File: src/rtl/sspe_pkg.sv
// Shared constants, codes and beat types for the step sequencer pattern engine.
package sspe_pkg;

    // Geometry of the pattern store and the playlist
    localparam int TRACK_COUNT   = 8;
    localparam int STEP_COUNT    = 16;
    localparam int PATTERN_COUNT = 16;
    localparam int SONG_SLOTS    = 16;

    // Fixed field widths of the beats
    localparam int FIELD_W = 4;
    localparam int TRIG_W  = 8;
    localparam int LEN_W   = 5;
    localparam int CFG_IW  = 4;

    // Width used for range compares; holds every count above plus one
    localparam int CMP_W = 7;

    localparam int TRK_IW  = (TRACK_COUNT > 1) ? $clog2(TRACK_COUNT) : 1;
    localparam int STEP_IW = $clog2(STEP_COUNT);
    localparam int PAT_IW  = (PATTERN_COUNT > 1) ? $clog2(PATTERN_COUNT) : 1;
    localparam int SLOT_IW = (SONG_SLOTS > 1) ? $clog2(SONG_SLOTS) : 1;

    // Tracks that can show up in the trigger mask
    localparam int TRIG_TRACKS = (TRACK_COUNT < TRIG_W) ? TRACK_COUNT : TRIG_W;

    // Command codes
    localparam logic [FIELD_W-1:0] FN_TICK   = 4'd0;
    localparam logic [FIELD_W-1:0] FN_PLAY   = 4'd1;
    localparam logic [FIELD_W-1:0] FN_STOP   = 4'd2;
    localparam logic [FIELD_W-1:0] FN_NEXT   = 4'd3;
    localparam logic [FIELD_W-1:0] FN_PREV   = 4'd4;
    localparam logic [FIELD_W-1:0] FN_TOGGLE = 4'd5;
    localparam logic [FIELD_W-1:0] FN_CLEAR  = 4'd6;
    localparam logic [FIELD_W-1:0] FN_UNDO   = 4'd7;
    localparam logic [FIELD_W-1:0] FN_LIST   = 4'd8;

    // Configuration register indexes
    localparam logic [CFG_IW-1:0] CFG_PLAY_MODE   = 4'd0;
    localparam logic [CFG_IW-1:0] CFG_SONG_LENGTH = 4'd1;

    typedef logic [TRACK_COUNT-1:0][STEP_COUNT-1:0] t_pattern;

    typedef struct packed {
        logic [FIELD_W-1:0] func;
        logic [FIELD_W-1:0] track;
        logic [FIELD_W-1:0] step;
        logic [FIELD_W-1:0] slot;
        logic [FIELD_W-1:0] slot_pattern;
    } t_in_item;

    typedef struct packed {
        logic [TRIG_W-1:0]  triggers;
        logic               wrapped;
        logic [FIELD_W-1:0] position;
        logic [FIELD_W-1:0] playing_pattern;
        logic [FIELD_W-1:0] view_pattern;
        logic               running;
    } t_out_item;

    // Status fields of a result, everything except the trigger mask
    typedef struct packed {
        logic               wrapped;
        logic [FIELD_W-1:0] position;
        logic [FIELD_W-1:0] playing_pattern;
        logic [FIELD_W-1:0] view_pattern;
        logic               running;
    } t_status;

    typedef struct packed {
        logic              we;
        logic [CFG_IW-1:0] index;
        logic [LEN_W-1:0]  data;
    } t_cfg_wr;

    // Request from the sequencer to the pattern store for one beat
    typedef struct packed {
        logic               tick;
        logic               toggle;
        logic               clear;
        logic               undo;
        logic [PAT_IW-1:0]  sel;
        logic [TRK_IW-1:0]  trk;
        logic [STEP_IW-1:0] stp;
        logic [STEP_IW-1:0] pos;
    } t_store_req;

endpackage

File: src/rtl/step_sequencer_pattern_engine.sv
// Top level of the step sequencer pattern engine: beat registers and core wiring.
//
// Drum step sequencer engine. Each input beat is one command (tick, play, stop,
// next/prev pattern, toggle cell, clear, undo, playlist write) and yields exactly
// one result beat with the trigger mask and the transport status after the
// command. A beat is taken into an input register, decoded and applied to the
// pattern store and sequencer state once the output register can take its
// result, which is held there until the consumer takes it. The result passes
// two register stages; one beat per cycle is sustained while the output is not
// stalled, set by the single read-modify-write of the pattern store
// that each beat performs. The pattern store comes out of reset cleared through
// per-pattern valid bits, so no clearing pass is needed and beats are taken right
// after reset. Configuration (play mode, song length) is written through its own
// port, always ready, and should only be written while no beat is in flight.
module step_sequencer_pattern_engine (
    input  logic                          i_clk,
    input  logic                          i_rst_n,
    // command beats
    input  logic                          i_in_valid,
    output logic                          o_in_stall,
    input  sspe_pkg::t_in_item            i_in_data,
    // result beats
    output logic                          o_out_valid,
    input  logic                          i_out_stall,
    output sspe_pkg::t_out_item           o_out_data,
    // configuration writes
    input  logic                          i_cfg_valid,
    output logic                          o_cfg_ready,
    input  logic [sspe_pkg::CFG_IW-1:0]   i_cfg_index,
    input  logic [sspe_pkg::LEN_W-1:0]    i_cfg_data
);

    // Input register: holds the beat until it executes
    logic                 r_in_vld;
    sspe_pkg::t_in_item   r_in;
    // Output register: holds the finished result until taken
    logic                 r_out_vld;
    sspe_pkg::t_out_item  r_out;

    logic                          fire;      // execute the held beat this cycle
    logic                          in_take;
    sspe_pkg::t_cfg_wr             cfg_wr;
    sspe_pkg::t_store_req          store_req;
    sspe_pkg::t_status             status;
    logic [sspe_pkg::TRIG_W-1:0]   triggers;

    // The held beat executes when the output register is free or being drained
    assign fire       = r_in_vld & (~r_out_vld | ~i_out_stall);
    assign o_in_stall = r_in_vld & ~fire;
    assign in_take    = i_in_valid & ~o_in_stall;

    assign o_cfg_ready = 1'b1;
    always_comb begin
        cfg_wr.we    = i_cfg_valid & o_cfg_ready;
        cfg_wr.index = i_cfg_index;
        cfg_wr.data  = i_cfg_data;
    end

    sspe_sequencer u_seq (
        .i_clk    (i_clk),
        .i_rst_n  (i_rst_n),
        .i_fire   (fire),
        .i_item   (r_in),
        .i_cfg    (cfg_wr),
        .o_req    (store_req),
        .o_status (status)
    );

    sspe_pattern_store u_store (
        .i_clk      (i_clk),
        .i_rst_n    (i_rst_n),
        .i_req      (store_req),
        .o_triggers (triggers)
    );

    always_ff @(posedge i_clk) begin
        if (!i_rst_n) begin
            r_in_vld  <= 1'b0;
            r_out_vld <= 1'b0;
        end else begin
            if (in_take) begin
                r_in_vld <= 1'b1;
            end else if (fire) begin
                r_in_vld <= 1'b0;
            end
            if (fire) begin
                r_out_vld <= 1'b1;
            end else if (!i_out_stall) begin
                r_out_vld <= 1'b0;
            end
        end
    end

    // payload registers, no reset
    always_ff @(posedge i_clk) begin
        if (in_take) begin
            r_in <= i_in_data;
        end
        if (fire) begin
            r_out.triggers        <= triggers;
            r_out.wrapped         <= status.wrapped;
            r_out.position        <= status.position;
            r_out.playing_pattern <= status.playing_pattern;
            r_out.view_pattern    <= status.view_pattern;
            r_out.running         <= status.running;
        end
    end

    assign o_out_valid = r_out_vld;
    assign o_out_data  = r_out;

endmodule

File: src/rtl/sspe_pattern_store.sv
// Pattern store with per-entry valid bits, undo buffer and trigger column read.
module sspe_pattern_store (
    input  logic                          i_clk,
    input  logic                          i_rst_n,
    input  sspe_pkg::t_store_req          i_req,
    output logic [sspe_pkg::TRIG_W-1:0]   o_triggers
);

    sspe_pkg::t_pattern                       r_pat [sspe_pkg::PATTERN_COUNT];
    logic [sspe_pkg::PATTERN_COUNT-1:0]       r_pat_vld;
    sspe_pkg::t_pattern                       r_undo;
    logic                                     r_undo_vld;

    sspe_pkg::t_pattern rd_pat;
    sspe_pkg::t_pattern undo_q;
    sspe_pkg::t_pattern n_pat;
    logic               wr_pat;
    logic               wr_undo;

    // never-written entries read as cleared
    assign rd_pat = r_pat_vld[i_req.sel] ? r_pat[i_req.sel] : '0;
    assign undo_q = r_undo_vld ? r_undo : '0;

    always_comb begin
        o_triggers = '0;
        for (int t = 0; t < sspe_pkg::TRIG_TRACKS; t++) begin
            o_triggers[t] = i_req.tick & rd_pat[t][i_req.pos];
        end
    end

    always_comb begin
        n_pat = rd_pat;
        if (i_req.toggle) begin
            n_pat[i_req.trk][i_req.stp] = ~rd_pat[i_req.trk][i_req.stp];
        end else if (i_req.clear) begin
            n_pat = '0;
        end else if (i_req.undo) begin
            n_pat = undo_q;
        end
    end

    assign wr_pat  = i_req.toggle | i_req.clear | i_req.undo;
    assign wr_undo = i_req.clear | i_req.undo;

    always_ff @(posedge i_clk) begin
        if (!i_rst_n) begin
            r_pat_vld  <= '0;
            r_undo_vld <= 1'b0;
        end else begin
            if (wr_pat) begin
                r_pat_vld[i_req.sel] <= 1'b1;
            end
            if (wr_undo) begin
                r_undo_vld <= 1'b1;
            end
        end
    end

    always_ff @(posedge i_clk) begin
        if (wr_pat) begin
            r_pat[i_req.sel] <= n_pat;
        end
        if (wr_undo) begin
            r_undo <= rd_pat;
        end
    end

endmodule

File: src/rtl/sspe_sequencer.sv
// Transport, view, playlist and configuration state with per-beat command decode.
module sspe_sequencer (
    input  logic                  i_clk,
    input  logic                  i_rst_n,
    input  logic                  i_fire,
    input  sspe_pkg::t_in_item    i_item,
    input  sspe_pkg::t_cfg_wr     i_cfg,
    output sspe_pkg::t_store_req  o_req,
    output sspe_pkg::t_status     o_status
);

    localparam int CW = sspe_pkg::CMP_W;

    logic                                  r_mode;
    logic [sspe_pkg::LEN_W-1:0]            r_song_len;
    logic                                  r_run;
    logic [sspe_pkg::STEP_IW-1:0]          r_pos;
    logic [sspe_pkg::SLOT_IW-1:0]          r_cur;
    logic [sspe_pkg::PAT_IW-1:0]           r_view;
    logic [sspe_pkg::FIELD_W-1:0]          r_cur_entry;   // shadow of playlist at cursor
    logic [sspe_pkg::FIELD_W-1:0]          r_list [sspe_pkg::SONG_SLOTS];

    logic                                  n_run;
    logic [sspe_pkg::STEP_IW-1:0]          n_pos;
    logic [sspe_pkg::SLOT_IW-1:0]          n_cur;
    logic [sspe_pkg::PAT_IW-1:0]           n_view;
    logic [sspe_pkg::FIELD_W-1:0]          n_entry;

    logic [CW-1:0] eff_len;
    logic [CW-1:0] play_id;
    logic [CW-1:0] post_id;
    logic [CW-1:0] pos_x;
    logic [CW-1:0] view_x;
    logic [CW-1:0] step_x;
    logic [CW-1:0] slot_x;
    logic [CW-1:0] post_pos_x;
    logic [CW-1:0] post_view_x;
    logic [sspe_pkg::SLOT_IW-1:0] slot_idx;
    logic          play_ok;
    logic          wrap;
    logic          tick;
    logic          toggle;
    logic          clear;
    logic          undo;
    logic          list_we;

    assign pos_x    = CW'(r_pos);
    assign view_x   = CW'(r_view);
    assign step_x   = CW'(i_item.step);
    assign slot_x   = CW'(i_item.slot);
    assign slot_idx = slot_x[sspe_pkg::SLOT_IW-1:0];

    // song length 0 plays as 1, above the slot count as the slot count
    always_comb begin
        if (r_song_len == '0) begin
            eff_len = CW'(1);
        end else if (CW'(r_song_len) > CW'(sspe_pkg::SONG_SLOTS)) begin
            eff_len = CW'(sspe_pkg::SONG_SLOTS);
        end else begin
            eff_len = CW'(r_song_len);
        end
    end

    assign play_id = r_mode ? CW'(r_cur_entry) : view_x;
    assign play_ok = play_id < CW'(sspe_pkg::PATTERN_COUNT);

    always_comb begin
        n_run   = r_run;
        n_pos   = r_pos;
        n_cur   = r_cur;
        n_view  = r_view;
        wrap    = 1'b0;
        tick    = 1'b0;
        toggle  = 1'b0;
        clear   = 1'b0;
        undo    = 1'b0;
        list_we = 1'b0;
        if (i_fire) begin
            case (i_item.func)
                sspe_pkg::FN_TICK: begin
                    if (r_run) begin
                        tick = 1'b1;
                        if (pos_x + CW'(1) >= CW'(sspe_pkg::STEP_COUNT)) begin
                            n_pos = '0;
                            wrap  = 1'b1;
                            if (r_mode) begin
                                if (CW'(r_cur) + CW'(1) >= eff_len) begin
                                    n_cur = '0;
                                end else begin
                                    n_cur = r_cur + 1'b1;
                                end
                            end
                        end else begin
                            n_pos = r_pos + 1'b1;
                        end
                    end
                end
                sspe_pkg::FN_PLAY: begin
                    n_run = 1'b1;
                end
                sspe_pkg::FN_STOP: begin
                    n_run = 1'b0;
                    n_pos = '0;
                    n_cur = '0;
                end
                sspe_pkg::FN_NEXT: begin
                    if (view_x + CW'(1) < CW'(sspe_pkg::PATTERN_COUNT)) begin
                        n_view = r_view + 1'b1;
                    end
                end
                sspe_pkg::FN_PREV: begin
                    if (r_view != '0) begin
                        n_view = r_view - 1'b1;
                    end
                end
                sspe_pkg::FN_TOGGLE: begin
                    toggle = (CW'(i_item.track) < CW'(sspe_pkg::TRACK_COUNT))
                           && (step_x < CW'(sspe_pkg::STEP_COUNT));
                end
                sspe_pkg::FN_CLEAR: begin
                    clear = 1'b1;
                end
                sspe_pkg::FN_UNDO: begin
                    undo = 1'b1;
                end
                sspe_pkg::FN_LIST: begin
                    list_we = slot_x < CW'(sspe_pkg::SONG_SLOTS);
                end
                default: begin
                end
            endcase
        end
    end

    // playlist entry at the new cursor, with this beat's write forwarded
    assign n_entry = (list_we && slot_idx == n_cur) ? i_item.slot_pattern : r_list[n_cur];

    always_comb begin
        o_req.tick   = tick & play_ok;
        o_req.toggle = toggle;
        o_req.clear  = clear;
        o_req.undo   = undo;
        o_req.sel    = tick ? play_id[sspe_pkg::PAT_IW-1:0] : r_view;
        o_req.trk    = i_item.track[sspe_pkg::TRK_IW-1:0];
        o_req.stp    = step_x[sspe_pkg::STEP_IW-1:0];
        o_req.pos    = r_pos;
    end

    assign post_id     = r_mode ? CW'(n_entry) : CW'(n_view);
    assign post_pos_x  = CW'(n_pos);
    assign post_view_x = CW'(n_view);

    always_comb begin
        o_status.wrapped         = wrap;
        o_status.position        = post_pos_x[sspe_pkg::FIELD_W-1:0];
        o_status.playing_pattern = post_id[sspe_pkg::FIELD_W-1:0];
        o_status.view_pattern    = post_view_x[sspe_pkg::FIELD_W-1:0];
        o_status.running         = n_run;
    end

    always_ff @(posedge i_clk) begin
        if (!i_rst_n) begin
            r_mode      <= 1'b0;
            r_song_len  <= sspe_pkg::LEN_W'(1);
            r_run       <= 1'b0;
            r_pos       <= '0;
            r_cur       <= '0;
            r_view      <= '0;
            r_cur_entry <= '0;
            for (int i = 0; i < sspe_pkg::SONG_SLOTS; i++) begin
                r_list[i] <= '0;
            end
        end else begin
            if (i_cfg.we) begin
                case (i_cfg.index)
                    sspe_pkg::CFG_PLAY_MODE:   r_mode     <= i_cfg.data[0];
                    sspe_pkg::CFG_SONG_LENGTH: r_song_len <= i_cfg.data;
                    default: begin
                    end
                endcase
            end
            r_run       <= n_run;
            r_pos       <= n_pos;
            r_cur       <= n_cur;
            r_view      <= n_view;
            r_cur_entry <= n_entry;
            if (list_we) begin
                r_list[slot_idx] <= i_item.slot_pattern;
            end
        end
    end

endmodule

File: config.mk
export PLATFORM = sky130hd
export DESIGN_NAME = step_sequencer_pattern_engine
export DESIGN_NICKNAME = d
export VERILOG_FILES = /design/src/rtl/sspe_pkg.sv /design/src/rtl/step_sequencer_pattern_engine.sv /design/src/rtl/sspe_pattern_store.sv /design/src/rtl/sspe_sequencer.sv
export SDC_FILE = /design/constraint.sdc
export NUM_CORES = 2
export LEC_CHECK = 0
export BUFFER_PORTS_ARGS = -buffer_cell sky130_fd_sc_hd__buf_2
export CORE_UTILIZATION = 50
export CTS_CLUSTER_SIZE = 10
export DETAILED_ROUTE_END_ITERATION = 6
export PLACE_DENSITY = 0.64
export REMOVE_ABC_BUFFERS = 1
export SETUP_SLACK_MARGIN = 0.3
export SLEW_MARGIN = 20
export SYNTH_ARGS = -nofsm -noshare
export SYNTH_HDL_FRONTEND = slang
export SYNTH_SLANG_ARGS = --single-unit
File: constraint.sdc
create_clock -name i_clk -period 11.15 [get_ports i_clk]
set_input_delay 0.5575 -clock i_clk [delete_from_list [all_inputs] [get_ports i_clk]]
set_output_delay 0.5575 -clock i_clk [all_outputs]
set_load 0.01 [all_outputs]
==> impl_metrics.json <==
{
  "synth_edf_count": 2282,
  "power_uw": 18200,
  "die_area_mm2": 0.218,
  "grt_max_degree": 126,
  "slew-limit-headroom_pct": 9.97,
  "io_buffer_count": 57,
  "fin_crit_sh_pct": 74.5,
  "slew_violations": 0,
  "wirelength_um": 354000,
  "post_drt_wl_per_cell_um": 36.2,
  "die_w_um": 467,
  "placementRows": 170,
  "p_comb_share_pct": 3.1,
  "end_kind": "flip-flop",
  "htree_levels": 5,
  "hp-start": "i_cfg_index[2]",
  "tightest_slew_ns": 1.34,
  "coreArea_mm2": 0.215,
  "seqPwrFrac_pct": 52.4,
  "viasPerCell": 7.13,
  "postCtsSetupRepairBufs": 0,
  "synth_top_area_share_pct": 63.4,
  "drv_cap": 0,
  "clock_skew_ns": 0.0742,
  "clk_pin_slew_worst_paths_ns": 0.06,
  "grt_pass1_vias": 67300,
  "dieHeight_um": 467,
  "antenna_left": 0,
  "hold_class": "input pin to flip-flop",
  "power_switching_uw": 3800,
  "seq_area_frac_synth_pct": 64.2,
  "netlist_instances": 6793,
  "drc": 10,
  "clk_path_buf_depth": 4,
  "drtPass1Iterations": 7,
  "layout.nets": 6897,
  "internal-power_uw": 14400,
  "hpwl_um": 195000,
  "worst_ep_required_time_ns": 11.60,
  "setup_viol": 0,
  "place_congestion": 0.980,
  "cts_root_buffer": "clkbuf_16",
  "whs_ns": 0.187,
  "outcome": "finished, violations left",
  "antenna_found_initial": 18,
  "cts_made_buffers": 288,
  "yosys_register_bits": 2324,
  "min_period_ns": 8.31,
  "rsz0062_at_grt": "false",
  "synth_area_mm2": 0.108,
  "syn_to_final_growth_pct": 10.7,
  "hold_violations": 0,
  "yosys_warnings": 0,
  "p_leak_uw": 0.0383,
  "grt_pass1_wl_um": 497000,
  "synth_most_common_cell": "edfxtp_1",
  "drtIter0Drc": 10900,
  "timing.rr.start": "r_in_vld",
  "initial_core_util_pct": 50.3,
  "layout.cells.non_filler": 9759,
  "swShare_pct": 20.8,
  "num_io_pins": 59,
  "dr_total_vias": 69500,
  "synth.avg_cell_area_um2": 15.9,
  "numClockSinks": 2324,
  "powerDensity_mw_per_mm2": 152,
  "cp-start-kind": "flip-flop",
  "grt_overflow": 0,
  "yosysUniqueCellTypes": 94,
  "violations": "design-rule violations",
  "yosys.area.top_type": "edfxtp_1",
  "place_inst": 9371,
  "clkPwrFrac_pct": 44.4,
  "synth_area_leaders": "edfxtp_1 (63%), mux4_2 (15%), mux2i_1 (3.4%)",
  "arrival_ns": 8.76,
  "peakVddDrop_uv": 108,
  "async_flop_share_pct": 0,
  "gr-usage-all-layers_pct": 32.1,
  "synth_ff_type": "edfxtp_1",
  "crit_type": "flip-flop to flip-flop",
  "setup_tns_ns": 0,
  "clock_latency_ns": 0.95,
  "fmaxAchievable_mhz": 120,
  "worstPathMaxFanout": 41,
  "drive_above_1_share_pct": 21.8,
  "cts_tree": "built",
  "worstSetupStartpoint": "r_in_vld",
  "synthTopCellsByCount": "edfxtp_1 (2282), nand2_1 (856), mux4_2 (729), mux2i_1 (372), nand3_1 (262)"
}
==> repair_timing <==
action                    CTS  global route
hold buffers               29             0
hold endpoints to repair   28             0
resized for setup           0             0
==> logic make-up after synthesis <==
kind of cell,after synthesis,synth area share [%]
flip-flops,2324,64.2
XOR/XNOR,7,0.0568
multiplexers,1200,19.7
buffers and inverters,545,2.59
AND/OR/NAND/NOR,1763,7.40
adder cells (fa/ha/maj),9,0.104
other,1,0.00347
AO/OA/AOI/OAI,944,5.95
==> metrics by stage <==
stage / area [um^2] / worst slack (ns) / utilization (%)
finish: 120000 / 2.84 / 55.7
global route: 120000 / 2.67 / 55.7
CTS: 119000 / 3.15 / 55.7
detailed placement: 112000 / 2.84 / 52.0
global placement: 111000 / 3.06 / 51.9
floorplan: 105000 / -19.48 / -
==> cells in the final DEF (no fill, tap or decap), types with 20 or more instances in the layout <==
cell type and instances:
a211oi_1 59, o21ai_1 82, a311oi_1 27, clkbuf_16 293
nand2_1 855, nor2_4 26, o211ai_1 22, and3_1 42
buf_4 169, nor2_1 197, inv_1 22, mux4_2 729
nand3_1 261, nor4_1 29, o22ai_1 59, nand4_1 61
and2_1 109, buf_2 57, a22oi_1 49, clkbuf_1 40
dfxtp_1 37, dlygate4sd3_1 29, mux2i_1 365, a31oi_1 34
nand2b_1 21, o21a_1 20, buf_12 30, a21oi_1 227
o21ai_0 79, edfxtp_1 2282, mux2_2 96, a32oi_1 108
nor3_1 71
==> registers in the layout, indices dropped and copies added (netlist names) <==
register,count
u_seq.r_song_len,5
o_out_valid,1
u_store.r_undo_vld,1
u_seq.r_run,1
o_out_data,22
u_store.r_undo,128
u_store.r_pat,2048
u_seq.r_list,64
u_store.r_pat_vld,16
r_in_vld,1
u_seq.r_mode,1
u_seq.r_pos,4
u_seq.r_cur_entry,4
u_seq.r_cur,4
r_in,20
u_seq.r_view,4
==> per-layer routing <==
layer	share of wire, %	up-vias	wire length [um]	global-route usage (%)
met3	12	1108	43600	8.01
met1	36	35900	127000	42.4
met5	0.039	-	138	0
met2	45	5014	160000	49.0
met4	6.4	22	22600	17.7
li1	-	27500	-	-
==> layout make-up <==
cell class / instances / area [um^2]
fill: 16400 / 95100
clock inverter: 18 / 154
inverter: 29 / 114
timing repair buffer: 287 / 2460
clock buffer: 335 / 7510
multi-input combinational: 3924 / 36400
antenna: 4 / 10.0
sequential: 2324 / 69400
tap: 2838 / 3550
==> final timing paths <==
path	end	cells after the start	slack, ns
setup reg to reg	u_store.r_pat[8][90]	14	2.84
setup / recovery	u_store.r_pat[8][90]	14	2.84
hold reg to reg	u_store.r_pat_vld[10]	1	0.46
hold / removal	u_seq.r_song_len[0]	5	0.19
==> power groups by stage <==
| stage | registers, uW | clock network (uW) | logic [uW] |
|---|---|---|---|
| floorplan | 9770 | 0 | 434 |
| global placement | 9730 | 0 | 541 |
| detailed placement | 9730 | 0 | 544 |
| CTS | 9550 | 8150 | 553 |
| global route | 9550 | 8460 | 585 |
| finish | 9550 | 8100 | 573 |
==> critical path: stages, from the launching register on <==
cell and delay [ns]:
dfxtp_1 0.33, a21bo_2 0.33, inv_2 0.70, nand4_4 0.76, mux2_4 0.87, buf_4 0.49, nand3_1 0.15, nand4_1 0.26
a22oi_1 0.74, nand3_1 0.46, o41ai_1 0.45, o211ai_1 0.35, nor4_4 0.43, buf_4 0.77, o21ai_1 0.60
No activity file was read; power rests on OpenSTA's default activity.
